[src/rtl/core/differential_drive_odometry_macros.svh]
// ----------------------------------------------------------------------------
// Odometry assertion macros
// Shared concurrent-assertion shorthands, clocked on clk_i, reset on rst_ni.
// ----------------------------------------------------------------------------
`ifndef DIFFERENTIAL_DRIVE_ODOMETRY_MACROS_SVH
`define DIFFERENTIAL_DRIVE_ODOMETRY_MACROS_SVH

// property must hold at every edge out of reset
`define DOD_ASSERT(lbl, prop, msg) \
  lbl: assert property (@(posedge clk_i) disable iff (!rst_ni) (prop)) else $error(msg);

// condition must never be seen out of reset
`define DOD_ASSERT_NEVER(lbl, cond, msg) \
  lbl: assert property (@(posedge clk_i) disable iff (!rst_ni) !(cond)) else $error(msg);

`endif

[src/rtl/core/dod_pkg.sv]
// ----------------------------------------------------------------------------
// dod_pkg
// Types, constants and helpers shared by the odometry core.
// ----------------------------------------------------------------------------
`default_nettype none

package dod_pkg;

  localparam int CordicSteps = 16;
  localparam int CordicIters = (CordicSteps > 30) ? 30 : CordicSteps;
  localparam int CordicCntW  = $clog2(CordicIters);
  localparam logic signed [33:0] CordicGain = 34'sd652032874;

  localparam int MulAW   = 64;
  localparam int MulBW   = 34;
  localparam int MulPW   = MulAW + MulBW + 1;
  localparam int MulCntW = $clog2(MulBW);

  localparam int RegAddrW = 4;

  typedef enum logic [1:0] {
    REG_LEFT_DPT  = 2'd0,
    REG_RIGHT_DPT = 2'd1,
    REG_ANGLE_PM  = 2'd2,
    REG_TPS       = 2'd3
  } dod_reg_e;

  typedef struct packed {
    logic              kind;
    logic signed [31:0] count_left;
    logic signed [31:0] count_right;
  } dod_in_t;

  typedef struct packed {
    logic signed [31:0] pos_x;
    logic signed [31:0] pos_y;
    logic        [31:0] heading;
    logic signed [31:0] speed_left;
    logic signed [31:0] speed_right;
    logic signed [31:0] vel_x;
    logic signed [31:0] vel_y;
    logic signed [31:0] turn_rate;
  } dod_out_t;

  typedef struct packed {
    logic [23:0] left_dpt;
    logic [23:0] right_dpt;
    logic [31:0] angle_pm;
    logic [15:0] tps;
  } dod_cfg_t;

  typedef struct packed {
    logic                    start;
    logic signed [MulAW-1:0] a;
    logic signed [MulBW-1:0] b;
  } dod_mul_req_t;

  function automatic logic [31:0] atan_entry(input logic [4:0] i);
    logic [31:0] r;
    unique case (i)
      5'd0:  r = 32'd536870912;
      5'd1:  r = 32'd316933406;
      5'd2:  r = 32'd167458907;
      5'd3:  r = 32'd85004756;
      5'd4:  r = 32'd42667331;
      5'd5:  r = 32'd21354465;
      5'd6:  r = 32'd10679838;
      5'd7:  r = 32'd5340245;
      5'd8:  r = 32'd2670163;
      5'd9:  r = 32'd1335087;
      5'd10: r = 32'd667544;
      5'd11: r = 32'd333772;
      5'd12: r = 32'd166886;
      5'd13: r = 32'd83443;
      5'd14: r = 32'd41722;
      5'd15: r = 32'd20861;
      5'd16: r = 32'd10430;
      5'd17: r = 32'd5215;
      5'd18: r = 32'd2608;
      5'd19: r = 32'd1304;
      5'd20: r = 32'd652;
      5'd21: r = 32'd326;
      5'd22: r = 32'd163;
      5'd23: r = 32'd81;
      5'd24: r = 32'd41;
      5'd25: r = 32'd20;
      5'd26: r = 32'd10;
      5'd27: r = 32'd5;
      5'd28: r = 32'd3;
      5'd29: r = 32'd1;
      default: r = 32'd0;
    endcase
    return r;
  endfunction

  // clamp to the signed 32-bit range
  function automatic logic signed [31:0] sat32(input logic signed [MulPW-1:0] v);
    logic signed [31:0] r;
    if ((&v[MulPW-1:31]) || !(|v[MulPW-1:31])) begin
      r = v[31:0];
    end else if (v[MulPW-1]) begin
      r = 32'sh8000_0000;
    end else begin
      r = 32'sh7fff_ffff;
    end
    return r;
  endfunction

endpackage

`default_nettype wire

[src/rtl/core/differential_drive_odometry.sv]
// ----------------------------------------------------------------------------
// differential_drive_odometry
// Dead-reckoning pose tracker for a two-wheel base, built around a shared
// bit-serial multiplier and an iterative CORDIC.
// ----------------------------------------------------------------------------
//
//   channel   direction  handshake                  payload
//   --------  ---------  -------------------------  -----------------------
//   in        sink       in_valid_i / in_stall_o    dod_in_t  (kind, counts)
//   out       source     out_valid_o / out_stall_i  dod_out_t (pose, rates)
//   config    APB        psel/penable/pwrite        4 x 32-bit registers
//
// A re-zero request goes from accept straight to the finish step, which loads
// the result. A sample tick runs ten products on the shared serial
// multiplier (34 multiplier bits each, plus launch and capture) and the
// CORDIC rotations, one after another, before the finish step.
// One request is in flight at a time; in_stall_o is high while it is worked.
// The result sits in an output register, so the next request is taken while
// the previous result is still stalled. Reset clears pose, counts and offset.
// ----------------------------------------------------------------------------
`default_nettype none

`include "differential_drive_odometry_macros.svh"

module differential_drive_odometry import dod_pkg::*; (
  input  logic                clk_i,
  input  logic                rst_ni,
  input  logic                in_valid_i,
  output logic                in_stall_o,
  input  dod_in_t             in_data_i,
  output logic                out_valid_o,
  input  logic                out_stall_i,
  output dod_out_t            out_data_o,
  input  logic                psel,
  input  logic                penable,
  input  logic                pwrite,
  input  logic [RegAddrW-1:0] paddr,
  input  logic [31:0]         pwdata,
  output logic [31:0]         prdata,
  output logic                pready
);

  typedef enum logic [3:0] {
    ST_IDLE, ST_WL, ST_WR, ST_SUM, ST_SPL, ST_SPR, ST_ROT,
    ST_DX, ST_DY, ST_DTH, ST_VX, ST_VY, ST_TURN, ST_FIN
  } state_e;

  // rounds a negative product toward zero before the 2^-48 scale
  localparam logic [MulPW-1:0] DthRound = (MulPW'(1) << 48) - MulPW'(1);

  state_e   state_q;
  logic     wait_q;
  dod_in_t  in_q;
  dod_cfg_t cfg;

  logic        [31:0] last_left_q, last_right_q;
  logic        [31:0] x_acc_q, y_acc_q, angle_acc_q;
  logic signed [31:0] bias_vx_q, bias_vy_q;
  logic               bias_taken_q;

  // per-tick intermediates
  logic signed [56:0] wl_q, wr_q;
  logic signed [31:0] ds_q, spl_q, spr_q, turn_q;
  logic signed [57:0] diff_q;
  logic signed [33:0] cos_q, sin_q;
  logic signed [35:0] dx_q, dy_q;
  logic signed [40:0] dth_q;
  logic signed [52:0] vx_q, vy_q;

  dod_out_t out_q;
  logic     out_valid_q;

  dod_mul_req_t            mul_req;
  logic                    mul_done, rot_done;
  logic signed [MulPW-1:0] prod;
  logic signed [33:0]      rot_cos, rot_sin;

  logic signed [31:0] dl, dr;
  logic signed [57:0] wsum;
  logic [MulPW-1:0]   dth_rnd;
  logic               is_mul, out_adv, in_acc;
  logic signed [31:0] vx_sat, vy_sat, bias_x_use, bias_y_use;

  dod_cfg u_cfg (
    .clk_i, .rst_ni, .psel, .penable, .pwrite, .paddr, .pwdata,
    .prdata, .pready, .cfg_o(cfg)
  );

  dod_mul u_mul (
    .clk_i, .rst_ni, .req_i(mul_req), .done_o(mul_done), .prod_o(prod)
  );

  dod_cordic u_cordic (
    .clk_i, .rst_ni,
    .start_i(state_q == ST_ROT && !wait_q),
    .angle_i(angle_acc_q),
    .done_o (rot_done),
    .cos_o  (rot_cos),
    .sin_o  (rot_sin)
  );

  // wrapped count deltas
  assign dl = $signed(in_q.count_left  - last_left_q);
  assign dr = $signed(in_q.count_right - last_right_q);

  assign wsum    = 58'(wl_q) + 58'(wr_q);
  assign dth_rnd = prod + (prod[MulPW-1] ? DthRound : '0);

  assign in_acc  = in_valid_i && !in_stall_o;
  assign out_adv = !out_valid_q || !out_stall_i;

  // first tick after re-zero captures the velocity offset
  assign vx_sat     = sat32(MulPW'(vx_q));
  assign vy_sat     = sat32(MulPW'(vy_q));
  assign bias_x_use = bias_taken_q ? bias_vx_q : vx_sat;
  assign bias_y_use = bias_taken_q ? bias_vy_q : vy_sat;

  // operand select for the shared multiplier
  always_comb begin
    is_mul    = 1'b1;
    mul_req.a = '0;
    mul_req.b = '0;
    unique case (state_q)
      ST_WL:   begin mul_req.a = MulAW'(dl); mul_req.b = MulBW'(cfg.left_dpt);  end
      ST_WR:   begin mul_req.a = MulAW'(dr); mul_req.b = MulBW'(cfg.right_dpt); end
      ST_SPL:  begin mul_req.a = MulAW'(wl_q >>> 12); mul_req.b = MulBW'(cfg.tps); end
      ST_SPR:  begin mul_req.a = MulAW'(wr_q >>> 12); mul_req.b = MulBW'(cfg.tps); end
      ST_DX:   begin mul_req.a = MulAW'(ds_q); mul_req.b = cos_q; end
      ST_DY:   begin mul_req.a = MulAW'(ds_q); mul_req.b = sin_q; end
      ST_DTH:  begin mul_req.a = MulAW'(diff_q); mul_req.b = MulBW'(cfg.angle_pm); end
      ST_VX:   begin mul_req.a = MulAW'(dx_q); mul_req.b = MulBW'(cfg.tps); end
      ST_VY:   begin mul_req.a = MulAW'(dy_q); mul_req.b = MulBW'(cfg.tps); end
      ST_TURN: begin mul_req.a = MulAW'(dth_q); mul_req.b = MulBW'(cfg.tps); end
      default: is_mul = 1'b0;
    endcase
    mul_req.start = is_mul && !wait_q;
  end

  always_ff @(posedge clk_i or negedge rst_ni) begin
    if (!rst_ni) begin
      state_q      <= ST_IDLE;
      wait_q       <= 1'b0;
      in_q         <= '0;
      last_left_q  <= '0;
      last_right_q <= '0;
      x_acc_q      <= '0;
      y_acc_q      <= '0;
      angle_acc_q  <= '0;
      bias_vx_q    <= '0;
      bias_vy_q    <= '0;
      bias_taken_q <= 1'b0;
      wl_q         <= '0;
      wr_q         <= '0;
      ds_q         <= '0;
      diff_q       <= '0;
      spl_q        <= '0;
      spr_q        <= '0;
      cos_q        <= '0;
      sin_q        <= '0;
      dx_q         <= '0;
      dy_q         <= '0;
      dth_q        <= '0;
      vx_q         <= '0;
      vy_q         <= '0;
      turn_q       <= '0;
      out_q        <= '0;
      out_valid_q  <= 1'b0;
    end else begin
      // the finish step reloads the output register itself
      if (out_valid_q && !out_stall_i && (state_q != ST_FIN)) begin
        out_valid_q <= 1'b0;
      end

      unique case (state_q)
        ST_IDLE: begin
          if (in_acc) begin
            in_q    <= in_data_i;
            state_q <= in_data_i.kind ? ST_FIN : ST_WL;
          end
        end
        ST_SUM: begin
          ds_q    <= sat32(MulPW'(wsum >>> 13));
          diff_q  <= 58'(wr_q) - 58'(wl_q);
          state_q <= ST_SPL;
        end
        ST_ROT: begin
          if (!wait_q) begin
            wait_q <= 1'b1;
          end else if (rot_done) begin
            cos_q   <= rot_cos;
            sin_q   <= rot_sin;
            wait_q  <= 1'b0;
            state_q <= ST_DX;
          end
        end
        ST_FIN: begin
          if (out_adv) begin
            out_valid_q  <= 1'b1;
            last_left_q  <= in_q.count_left;
            last_right_q <= in_q.count_right;
            state_q      <= ST_IDLE;
            if (in_q.kind) begin
              // re-zero: pose cleared, offsets kept but re-armed
              x_acc_q      <= '0;
              y_acc_q      <= '0;
              angle_acc_q  <= '0;
              bias_taken_q <= 1'b0;
              out_q        <= '0;
            end else begin
              x_acc_q      <= x_acc_q + dx_q[31:0];
              y_acc_q      <= y_acc_q + dy_q[31:0];
              angle_acc_q  <= angle_acc_q + dth_q[31:0];
              bias_vx_q    <= bias_x_use;
              bias_vy_q    <= bias_y_use;
              bias_taken_q <= 1'b1;
              out_q.pos_x       <= $signed(x_acc_q + dx_q[31:0]);
              out_q.pos_y       <= $signed(y_acc_q + dy_q[31:0]);
              out_q.heading     <= angle_acc_q + dth_q[31:0];
              out_q.speed_left  <= spl_q;
              out_q.speed_right <= spr_q;
              out_q.vel_x       <= sat32(MulPW'(54'(vx_q) - 54'(bias_x_use)));
              out_q.vel_y       <= sat32(MulPW'(54'(vy_q) - 54'(bias_y_use)));
              out_q.turn_rate   <= turn_q;
            end
          end
        end
        default: begin
          // multiplier steps: launch, then wait for the product
          if (!wait_q) begin
            wait_q <= 1'b1;
          end else if (mul_done) begin
            wait_q <= 1'b0;
            unique case (state_q)
              ST_WL:   begin wl_q <= prod[56:0]; state_q <= ST_WR; end
              ST_WR:   begin wr_q <= prod[56:0]; state_q <= ST_SUM; end
              ST_SPL:  begin spl_q <= sat32(prod); state_q <= ST_SPR; end
              ST_SPR:  begin spr_q <= sat32(prod); state_q <= ST_ROT; end
              ST_DX:   begin dx_q <= prod[65:30]; state_q <= ST_DY; end
              ST_DY:   begin dy_q <= prod[65:30]; state_q <= ST_DTH; end
              ST_DTH:  begin dth_q <= dth_rnd[88:48]; state_q <= ST_VX; end
              ST_VX:   begin vx_q <= prod[52:0]; state_q <= ST_VY; end
              ST_VY:   begin vy_q <= prod[52:0]; state_q <= ST_TURN; end
              ST_TURN: begin turn_q <= sat32(prod); state_q <= ST_FIN; end
              default: state_q <= ST_IDLE;
            endcase
          end
        end
      endcase
    end
  end

  assign in_stall_o  = (state_q != ST_IDLE);
  assign out_valid_o = out_valid_q;
  assign out_data_o  = out_q;

  `DOD_ASSERT(a_accept_leaves_idle, in_acc |=> (state_q != ST_IDLE), "request accepted but sequencer stayed idle")
  `DOD_ASSERT_NEVER(a_units_exclusive, mul_done && rot_done, "multiplier and CORDIC finished together")
  `DOD_ASSERT(a_fin_loads_result, (state_q == ST_FIN && out_adv) |=> out_valid_q, "finished request did not reach the output register")

endmodule

`default_nettype wire

[src/rtl/core/dod_mul.sv]
// ----------------------------------------------------------------------------
// dod_mul
// Bit-serial signed multiplier: one multiplier bit per cycle, radix 2.
// ----------------------------------------------------------------------------
`default_nettype none

module dod_mul import dod_pkg::*; (
  input  logic                    clk_i,
  input  logic                    rst_ni,
  input  dod_mul_req_t            req_i,
  output logic                    done_o,
  output logic signed [MulPW-1:0] prod_o
);

  logic                    busy_q, done_q;
  logic [MulCntW-1:0]      cnt_q;
  logic signed [MulAW:0]   acc_q;
  logic [MulBW-1:0]        mq_q;
  logic signed [MulAW-1:0] a_q;
  logic signed [MulAW+1:0] addend, sum;
  logic                    last;

  assign last = (cnt_q == MulCntW'(MulBW - 1));

  // sign bit of the multiplier weighs negative
  always_comb begin
    addend = '0;
    if (mq_q[0]) begin
      addend = last ? -((MulAW+2)'(a_q)) : (MulAW+2)'(a_q);
    end
    sum = (MulAW+2)'(acc_q) + addend;
  end

  always_ff @(posedge clk_i or negedge rst_ni) begin
    if (!rst_ni) begin
      busy_q <= 1'b0;
      done_q <= 1'b0;
      cnt_q  <= '0;
    end else begin
      done_q <= 1'b0;
      if (req_i.start) begin
        busy_q <= 1'b1;
        cnt_q  <= '0;
      end else if (busy_q) begin
        cnt_q <= cnt_q + 1'b1;
        if (last) begin
          busy_q <= 1'b0;
          done_q <= 1'b1;
        end
      end
    end
  end

  always_ff @(posedge clk_i) begin
    if (req_i.start) begin
      a_q   <= req_i.a;
      mq_q  <= req_i.b;
      acc_q <= '0;
    end else if (busy_q) begin
      acc_q <= sum[MulAW+1:1];
      mq_q  <= {sum[0], mq_q[MulBW-1:1]};
    end
  end

  assign done_o = done_q;
  assign prod_o = $signed({acc_q, mq_q});

endmodule

`default_nettype wire

[src/rtl/core/dod_cordic.sv]
// ----------------------------------------------------------------------------
// dod_cordic
// Iterative rotation-mode CORDIC, one micro-rotation per cycle.
// ----------------------------------------------------------------------------
`default_nettype none

module dod_cordic import dod_pkg::*; (
  input  logic               clk_i,
  input  logic               rst_ni,
  input  logic               start_i,
  input  logic [31:0]        angle_i,
  output logic               done_o,
  output logic signed [33:0] cos_o,
  output logic signed [33:0] sin_o
);

  logic                  busy_q, done_q, flip_q;
  logic [CordicCntW-1:0] cnt_q;
  logic signed [33:0]    x_q, y_q, tx, ty;
  logic signed [32:0]    z_q, at;
  logic [31:0]           shifted, ang_f;
  logic                  last;

  // fold into [-90, 90) degrees
  assign shifted = angle_i + 32'h4000_0000;
  assign ang_f   = shifted[31] ? (angle_i + 32'h8000_0000) : angle_i;
  assign last    = (cnt_q == CordicCntW'(CordicIters - 1));

  always_comb begin
    tx = y_q >>> cnt_q;
    ty = x_q >>> cnt_q;
    at = $signed({1'b0, atan_entry(5'(cnt_q))});
  end

  always_ff @(posedge clk_i or negedge rst_ni) begin
    if (!rst_ni) begin
      busy_q <= 1'b0;
      done_q <= 1'b0;
      cnt_q  <= '0;
    end else begin
      done_q <= 1'b0;
      if (start_i) begin
        busy_q <= 1'b1;
        cnt_q  <= '0;
      end else if (busy_q) begin
        cnt_q <= cnt_q + 1'b1;
        if (last) begin
          busy_q <= 1'b0;
          done_q <= 1'b1;
        end
      end
    end
  end

  always_ff @(posedge clk_i) begin
    if (start_i) begin
      x_q    <= CordicGain;
      y_q    <= '0;
      z_q    <= 33'($signed(ang_f));
      flip_q <= shifted[31];
    end else if (busy_q) begin
      if (!z_q[32]) begin
        x_q <= x_q - tx;
        y_q <= y_q + ty;
        z_q <= z_q - at;
      end else begin
        x_q <= x_q + tx;
        y_q <= y_q - ty;
        z_q <= z_q + at;
      end
    end
  end

  assign done_o = done_q;
  assign cos_o  = flip_q ? -x_q : x_q;
  assign sin_o  = flip_q ? -y_q : y_q;

endmodule

`default_nettype wire

[src/rtl/core/dod_cfg.sv]
// ----------------------------------------------------------------------------
// dod_cfg
// APB register file for the odometry settings.
// ----------------------------------------------------------------------------
`default_nettype none

module dod_cfg import dod_pkg::*; (
  input  logic                clk_i,
  input  logic                rst_ni,
  input  logic                psel,
  input  logic                penable,
  input  logic                pwrite,
  input  logic [RegAddrW-1:0] paddr,
  input  logic [31:0]         pwdata,
  output logic [31:0]         prdata,
  output logic                pready,
  output dod_cfg_t            cfg_o
);

  dod_cfg_t cfg_q;
  dod_reg_e idx;
  logic     wr_en;

  assign idx    = dod_reg_e'(paddr[RegAddrW-1:2]);
  assign wr_en  = psel && penable && pwrite;
  assign pready = 1'b1;

  always_ff @(posedge clk_i or negedge rst_ni) begin
    if (!rst_ni) begin
      cfg_q.left_dpt  <= '0;
      cfg_q.right_dpt <= '0;
      cfg_q.angle_pm  <= '0;
      cfg_q.tps       <= 16'd10;
    end else if (wr_en) begin
      unique case (idx)
        REG_LEFT_DPT:  cfg_q.left_dpt  <= pwdata[23:0];
        REG_RIGHT_DPT: cfg_q.right_dpt <= pwdata[23:0];
        REG_ANGLE_PM:  cfg_q.angle_pm  <= pwdata;
        REG_TPS:       cfg_q.tps       <= pwdata[15:0];
      endcase
    end
  end

  always_comb begin
    unique case (idx)
      REG_LEFT_DPT:  prdata = {8'd0, cfg_q.left_dpt};
      REG_RIGHT_DPT: prdata = {8'd0, cfg_q.right_dpt};
      REG_ANGLE_PM:  prdata = cfg_q.angle_pm;
      REG_TPS:       prdata = {16'd0, cfg_q.tps};
    endcase
  end

  assign cfg_o = cfg_q;

endmodule

`default_nettype wire

[config.mk]
export PLATFORM = sky130hd
export DESIGN_NAME = differential_drive_odometry
export DESIGN_NICKNAME = d
export VERILOG_FILES = /design/src/rtl/core/dod_pkg.sv /design/src/rtl/core/differential_drive_odometry.sv /design/src/rtl/core/dod_mul.sv /design/src/rtl/core/dod_cordic.sv /design/src/rtl/core/dod_cfg.sv
export VERILOG_INCLUDE_DIRS = /design/src /design/src/rtl/core
export SDC_FILE = /design/constraint.sdc
export NUM_CORES = 2
export LEC_CHECK = 0
export ABC_AREA = 1
export BUFFER_PORTS_ARGS = -buffer_cell sky130_fd_sc_hd__buf_2
export CORE_UTILIZATION = 50
export DETAILED_ROUTE_END_ITERATION = 7
export GPL_ROUTABILITY_DRIVEN = 0
export HOLD_SLACK_MARGIN = 0.06
export PLACE_DENSITY = 0.73
export SLEW_MARGIN = 20
export SYNTH_ARGS = -nofsm -noshare
export SYNTH_HDL_FRONTEND = slang
export SYNTH_SLANG_ARGS = --single-unit
[constraint.sdc]
create_clock -name clk_i -period 11.3 [get_ports clk_i]
set_clock_uncertainty 0.2 [all_clocks]
set_input_delay 0.565 -clock clk_i [delete_from_list [all_inputs] [get_ports clk_i]]
set_output_delay 0.565 -clock clk_i [all_outputs]
set_load 0.05 [all_outputs]
Yosys cells after proc, flatten, opt, wreduce, memory -nomap -nowiden
Memory sizes are Yosys's and may differ from the RTL's.
Index checks and enable logic that the tools add are counted.

storage, ports and cells
  flip-flop bits (word level) = 1514
  latch bits = 0
  memory bits (writable) = 0
  memory bits (read-only) = 480
  bits of input ports = 108
  memories = 1

operators by class
  $add $sub $neg = 24
  $mul = 0
  div/mod/pow operators = 0
  magnitude comparators = 0
  equal/unequal tests = 23
  shift operators = 2
  muxes and demuxes = 68
  bitwise gates (word level) = 2
  reduce and logical (&&, ||, !) cells = 65

memories
  name              depth  width  read ports  clocked after memory_dff  wr ports  RTL line       source
  (name not given)  16     30     1           0                         0         dod_pkg.sv:60  unique case (i)

operator list
  kind                                            number
  98-bit one-hot mux with 10 select lines         1
  32-bit two-way mux                              18
  256-bit two-way mux                             1
  34-bit two-way mux                              6
  68-bit AND reduction                            3
  68-bit OR reduction                             3
  66-bit two-way mux                              2
  32-bit one-hot mux with 4 select lines          1
  53-bit by 32-bit subtractor with 54-bit output  2
  33-bit two-way mux                              3
  32-bit adder                                    3
  89-bit by 48-bit adder with 89-bit output       1
  34-bit adder                                    2
  34-bit negation                                 2
  34-bit by 4-bit >>> shifter with 34-bit output  2
  34-bit subtractor                               2
  65-bit by 66-bit adder with 66-bit output       1
  64-bit negation with 66-bit output              1
  32-bit subtractor                               2
  57-bit by 57-bit adder with 58-bit output       1
  57-bit by 57-bit subtractor with 58-bit output  1
  48-bit two-way mux                              1
  22-bit AND reduction                            2
  22-bit OR reduction                             2
  other kinds (40)                                121

Depth between registers and ports, before layout
  depth after elaboration = 11
  gate-level depth with buffers = 42
  mapped depth without buffers = 41

Modules after synthesis
A second synthesis with hierarchy kept.

unflattened totals
  cell total of the unflattened synthesis = 15522
  area total of the unflattened synthesis = 105885.3 um^2

by module, submodules not included
  module                       times used  cells each  area an instance (um^2)  sequential area each (um^2)
  differential_drive_odometry  1           10200       71927.7                  26100.0
  dod_cordic                   1           2806        16487.1                  2532.4
  dod_mul                      1           1952        12956.2                  4444.3
  dod_cfg                      1           564         4514.3                   2404.8

Worst setup path after synthesis
No wires, ideal clock.

  path kind = register to register
  start = register u_cordic.cnt_q[1]
  end = register u_cordic.z_q[28], data pin
  setup time = 267 ps
  arrival = 4923 ps
  required time = 10833 ps
  path slack = 5911 ps
  cell stages (with the launch flop) = 32
  path buffers = 3
  clock period less this slack = 5389 ps
  path through = dfrtp_1 -> inv_2 -> buf_2 -> buf_2 -> buf_2 -> ha_1 -> nor2_1 -> nor2_1 -> o21ai_0 -> o21ai_0 -> inv_1 -> ha_1 -> inv_1 -> nor2_1 -> nand2_1 -> nand2_1 -> xor2_1 -> inv_1 -> ha_1 -> nand2_1 -> o21ai_0 -> a21oi_1 -> o21ai_0 -> nand3_1 -> nand2_1 -> a21oi_1 -> o21ai_0 -> nand2_1 -> o31ai_1 -> a21oi_1 -> xor2_1 -> o21ai_0

between the ends
  longest elaborated chain between the ends = 5
  elaborated cells between the ends (all ways) = 6
  classes of those cells = add/sub: 2; mux: 3; memory: 1

ends and longest elaborated chain
  what                                                      RTL line                            source
  start: declaration                                        dod_cordic.sv:18                    logic [CordicCntW-1:0] cnt_q;
  start signal: assignment                                  dod_cordic.sv:46                    cnt_q <= cnt_q + 1'b1;
  memory 16 x 30 bit (*)                                    --
  33-bit subtractor / 33-bit adder (equally long branches)  dod_cordic.sv:65, dod_cordic.sv:69
  33-bit two-way mux (*)                                    dod_cordic.sv:62                    if (!z_q[32]) begin
  33-bit two-way mux (*)                                    dod_cordic.sv:61                    end else if (busy_q) begin
  33-bit two-way mux (*)                                    dod_cordic.sv:56                    if (start_i) begin
  end signal: assignment                                    dod_cordic.sv:59                    z_q <= 33'($signed(ang_f));
  end signal: assignment                                    dod_cordic.sv:65                    z_q <= z_q - at;
  end signal: assignment                                    dod_cordic.sv:69                    z_q <= z_q + at;
  end: declaration                                          dod_cordic.sv:20                    logic signed [32:0] z_q, at;

Every way passes the cells marked *; elsewhere a longest branch is shown, timed or not. The select of a mux whose other input is x is not followed.
A chain may end at the register's enable or synchronous reset.

Worst setup path after layout
  start = register u_cordic.cnt_q[0]
  end = register u_cordic.x_q[29]

between the ends
  longest elaborated chain between the ends = 3
  elaborated cells between the ends (all ways) = 4
  classes of those cells = add/sub: 2; shift: 1; mux: 1

ends and longest elaborated chain
  what                                                      RTL line                            source
  34-bit by 4-bit >>> shifter with 34-bit output (*)        dod_cordic.sv:30                    tx = y_q >>> cnt_q;
  34-bit subtractor / 34-bit adder (equally long branches)  dod_cordic.sv:63, dod_cordic.sv:67
  34-bit two-way mux (*)                                    dod_cordic.sv:62
  end signal: assignment                                    dod_cordic.sv:57                    x_q <= CordicGain;
  end signal: assignment                                    dod_cordic.sv:63                    x_q <= x_q - tx;
  end signal: assignment                                    dod_cordic.sv:67                    x_q <= x_q + tx;
  end: declaration                                          dod_cordic.sv:19                    logic signed [33:0] x_q, y_q, tx, ty;

Every way passes the cells marked *; elsewhere a longest branch is shown, timed or not.

==> results by group <==
Global routing
  • Largest net degree at the start of global routing: 183
  • Number of global-route vias before repair: 93300
  • Wire length of the first global-routing pass: 550000 um
  • Antenna violations before repair: 35
  • Global route overflow: 0
  • Global Route Usage Sum: 34.7%

CTS
  • Number of buffers inserted for hold repair after clock tree synthesis: 101
  • Clock Sink Count: 1412
  • Clk buf depth: 3
  • Number of cells upsized or downsized after cts: 0
  • Number of buffers added for setup after CTS: 0
  • TritonCTS Buffers: 159
  • Insertion delay to the later sink of the worst-skew pair: 0.87 ns
  • Clock tree from TritonCTS: done
  • Root Buffer: sky130_fd_sc_hd__clkbuf_16
  • Number of levels the H-tree was split into: 4
  • Register clock-pin slew on the reported worst setup and hold paths: 0.07 ns

STA
  • Final hold violation count: 0
  • Transition time at the pin with the least slew margin: 1.38 ns
  • Total of endpoints with negative setup slack in the final report: 0
  • RSZ-0062 raised after global routing: false
  • Relative max-transition margin: 7.26%
  • Share of the clock period used by the worst path: 59.9%
  • Final setup slack of the worst path: 4.53 ns
  • Post-layout minimum cycle time: 6.77 ns
  • Max Clk Rate: 0.148 GHz
  • Max-slew violation count: 0
  • Final setup TNS: 0 ns

Setup path
  • Depth of the worst register-to-register path: 32
  • Crit path max-delay family: compound AO/OA/AOI/OAI gates
  • Worst setup path category: flip-flop to flip-flop
  • Number of buffer and inverter stages on the critical path: 7
  • Master of the slowest instance on the critical path: sky130_fd_sc_hd__dfrtp_4
  • Type of destination of the critical path: flip-flop
  • Cell depth of the worst setup path: 32
  • Data arrival time at the worst-slack endpoint: 7.27 ns
  • Worst-path maximum fanout: 77
  • Required time reported for the critical path endpoint: 11.80 ns
  • Delay of the slowest cell on the worst path: 0.78 ns
  • Critical path launch point type: flip-flop

Floorplanning
  • Effective utilization at floorplan: 50.5%
  • Area enclosed by the die boundary: 0.204 mm2
  • Top Ports: 399
  • Placeable core region: 0.200 mm2
  • Width of the die: 452 um
  • Row cnt: 164
  • Die height: 452 um

Layout
  • Area Growth Syn to Fin: 10.4%
  • Ratio of cells with drive above 1 in the final layout: 7.06%
  • Leading cell type in the layout, fill and taps excluded: sky130_fd_sc_hd__nand2_1
  • Commonest non-fill, non-tap cells in the layout: sky130_fd_sc_hd__nand2_1 (3898), sky130_fd_sc_hd__inv_1 (1800), sky130_fd_sc_hd__o21ai_0 (1648)
  • Final non-filler cell total: 17600
  • Non-Filler Cell Area, Final: 0.112 mm2
  • Final net count: 15500

Yosys
  • Most frequently used flop master after synthesis: sky130_fd_sc_hd__dfrtp_1
  • Seq cells post-synth: 1412
  • Number of cells produced by synthesis: 14600
  • Portion of the post-synthesis area used by sequential elements: 34.8%
  • Post-synth ARST share: 81.7%
  • Average footprint of a synthesized cell: 6.94 um2
  • Count of unique library cells instantiated by Yosys: 71
  • Number of warning messages in the yosys log: 0
  • Number of flops mapped to enable cells by yosys: 126
  • Summed instance area of the synthesized netlist: 0.101 mm2
  • Number of nets in the synthesized netlist: 15300

Drt
  • First drt pass iteration count: 8
  • DRC violation count after routing: 21
  • Routed vias/inst: 5.77
  • Post-detailed-route wirelength per cell: 20.7 um
  • DR iter-0 viols: 12700
  • Final ANT Viol Nets: 0
  • Sum of routed wire length over all layers: 364000 um
  • Total via count in the routed design: 102000

Pwr
  • Power Dens Cells: 133 mW/mm2
  • Internal power summed over all cells: 9580 uW
  • Part of the power in registers: 38.6%
  • Clock network fraction of total power: 37.2%
  • Leak Pwr: 0.0563 uW
  • Largest voltage drop on the vdd net: 0.191 mV
  • Gate power share: 24.2%
  • Total net switching power: 5300 uW
  • Sw Share: 35.6%

Run
  • Number of max-cap violations: 0

Placed design
  • Sum of net half-perimeters after detailed placement: 271000 um
  • Placed inst area: 0.105 mm2
  • Pre-CTS setup slack: 4.77 ns
  • Port bufs: 395
  • Placed cell count: 17200

Run status
  • Outcome: finished with violations
  • Violated checks: design-rule violations

Worst hold path
  • Worst min-delay path class: input pin to async pin
[cells by family after synthesis]
| kind of cell | after synthesis | share of synthesized area [%] |
|---|---|---|
| compound gates | 3348 | 18.5 |
| xor+xnor | 458 | 3.96 |
| fa+ha+maj | 572 | 7.15 |
| buf+inv | 2439 | 9.38 |
| flops | 1412 | 34.8 |
| mux | 45 | 0.446 |
| other cells | 1 | 0.00370 |
| simple gates | 6315 | 25.7 |
[worst register-to-register path: cells and delay by family (launching register included)]
family,cells,cell delay (ns)
xor+xnor,2,0.33
fa+ha+maj,1,0.33
compound gates,11,2.58
buf+inv,7,1.08
flops,1,0.78
simple gates,11,1.30
[metal layers]
metal | track usage (%) | routed length (um)
met4 | 20.7 | 24800
met1 | 45.2 | 145000
met3 | 8.88 | 40800
met2 | 51.9 | 154000
met5 | 0 | 237
[sequential cells by signal (all words and copies together) (netlist names), 33 cells and up]
| name | flops |
|---|---|
| cos_q | 34 |
| diff_q | 58 |
| dth_q | 41 |
| dx_q | 36 |
| dy_q | 36 |
| in_q | 65 |
| out_data_o | 160 |
| sin_q | 34 |
| u_cfg.cfg_o | 96 |
| u_cordic.x_q | 34 |
| u_cordic.y_q | 34 |
| u_cordic.z_q | 33 |
| u_mul.a_q | 58 |
| u_mul.acc_q | 65 |
| u_mul.mq_q | 34 |
| vx_q | 53 |
| vy_q | 53 |
| wl_q | 57 |
| wr_q | 57 |
[power by group through the flow]
| stage | clock (uW) | sequential [uW] | combinational [uW] |
|---|---|---|---|
| finish | 5530 | 5740 | 3600 |
| detailed placement | 0 | 5810 | 3370 |
| floorplan | 0 | 5700 | 2090 |
| global route | 5760 | 5750 | 3850 |
| CTS | 5560 | 5710 | 3420 |
| global placement | 0 | 5800 | 3330 |
[final cells by class]
type,count,area (um2)
fillers,19000,88600
clock buffers,220,4580
flip-flops and latches,1412,35300
diodes,16,40.0
clock inverters,78,988
multi-input cells,10700,56700
well taps,2656,3320
inverters,1862,7000
repair buffers,606,3920
[synth_stat cells (all sizes together) (102+ instances only)]
library cell | n | area (um2)
nand2 | 3940 | 14900
a21oi | 884 | 4430
nor2 | 1240 | 4780
o21ai | 1675 | 8390
nand3 | 627 | 3350
a221oi | 102 | 893
a31oi | 198 | 1240
nand4 | 130 | 813
ha | 560 | 7010
dfxtp | 133 | 2660
inv | 1839 | 6900
xor2 | 366 | 3210
edfxtp | 126 | 3780
dfrtp | 1151 | 28800
buf | 144 | 893
nor3 | 169 | 901
clkbuf | 433 | 1630
[through the flow]
step | utilization (%) | power [uW] | hold slack, ns
after global placement | 52.5 | 9130 | 0.259
after detailed placement | 52.5 | 9180 | 0.262
after floorplan | - | 7790 | 0.0694
after global routing | 55.8 | 15400 | 0.205
final | 55.8 | 14900 | 0.122
after CTS | 55.7 | 14700 | 0.162
[worst paths after layout]
kind,from,endpoint,slack (ns)
min,rst_ni,bias_vx_q[4]$_DFFE_PN0P_,0.12
max in group asynchronous,rst_ni,x_acc_q[28]$_DFFE_PN0P_,8.33
min reg2reg,out_data_o[33]$_DFFE_PN0P_,out_data_o[33]$_DFFE_PN0P_,0.27
max,u_cordic.cnt_q[0]$_DFFE_PN0P_,u_cordic.x_q[29]$_SDFFE_PP1P_,4.53
max reg2reg,u_cordic.cnt_q[0]$_DFFE_PN0P_,u_cordic.x_q[29]$_SDFFE_PP1P_,4.53
min in group clk_i,in_data_i[48],in_q[48]$_DFFE_PN0P_,0.26
No activity file was read; power rests on OpenSTA's default activity.
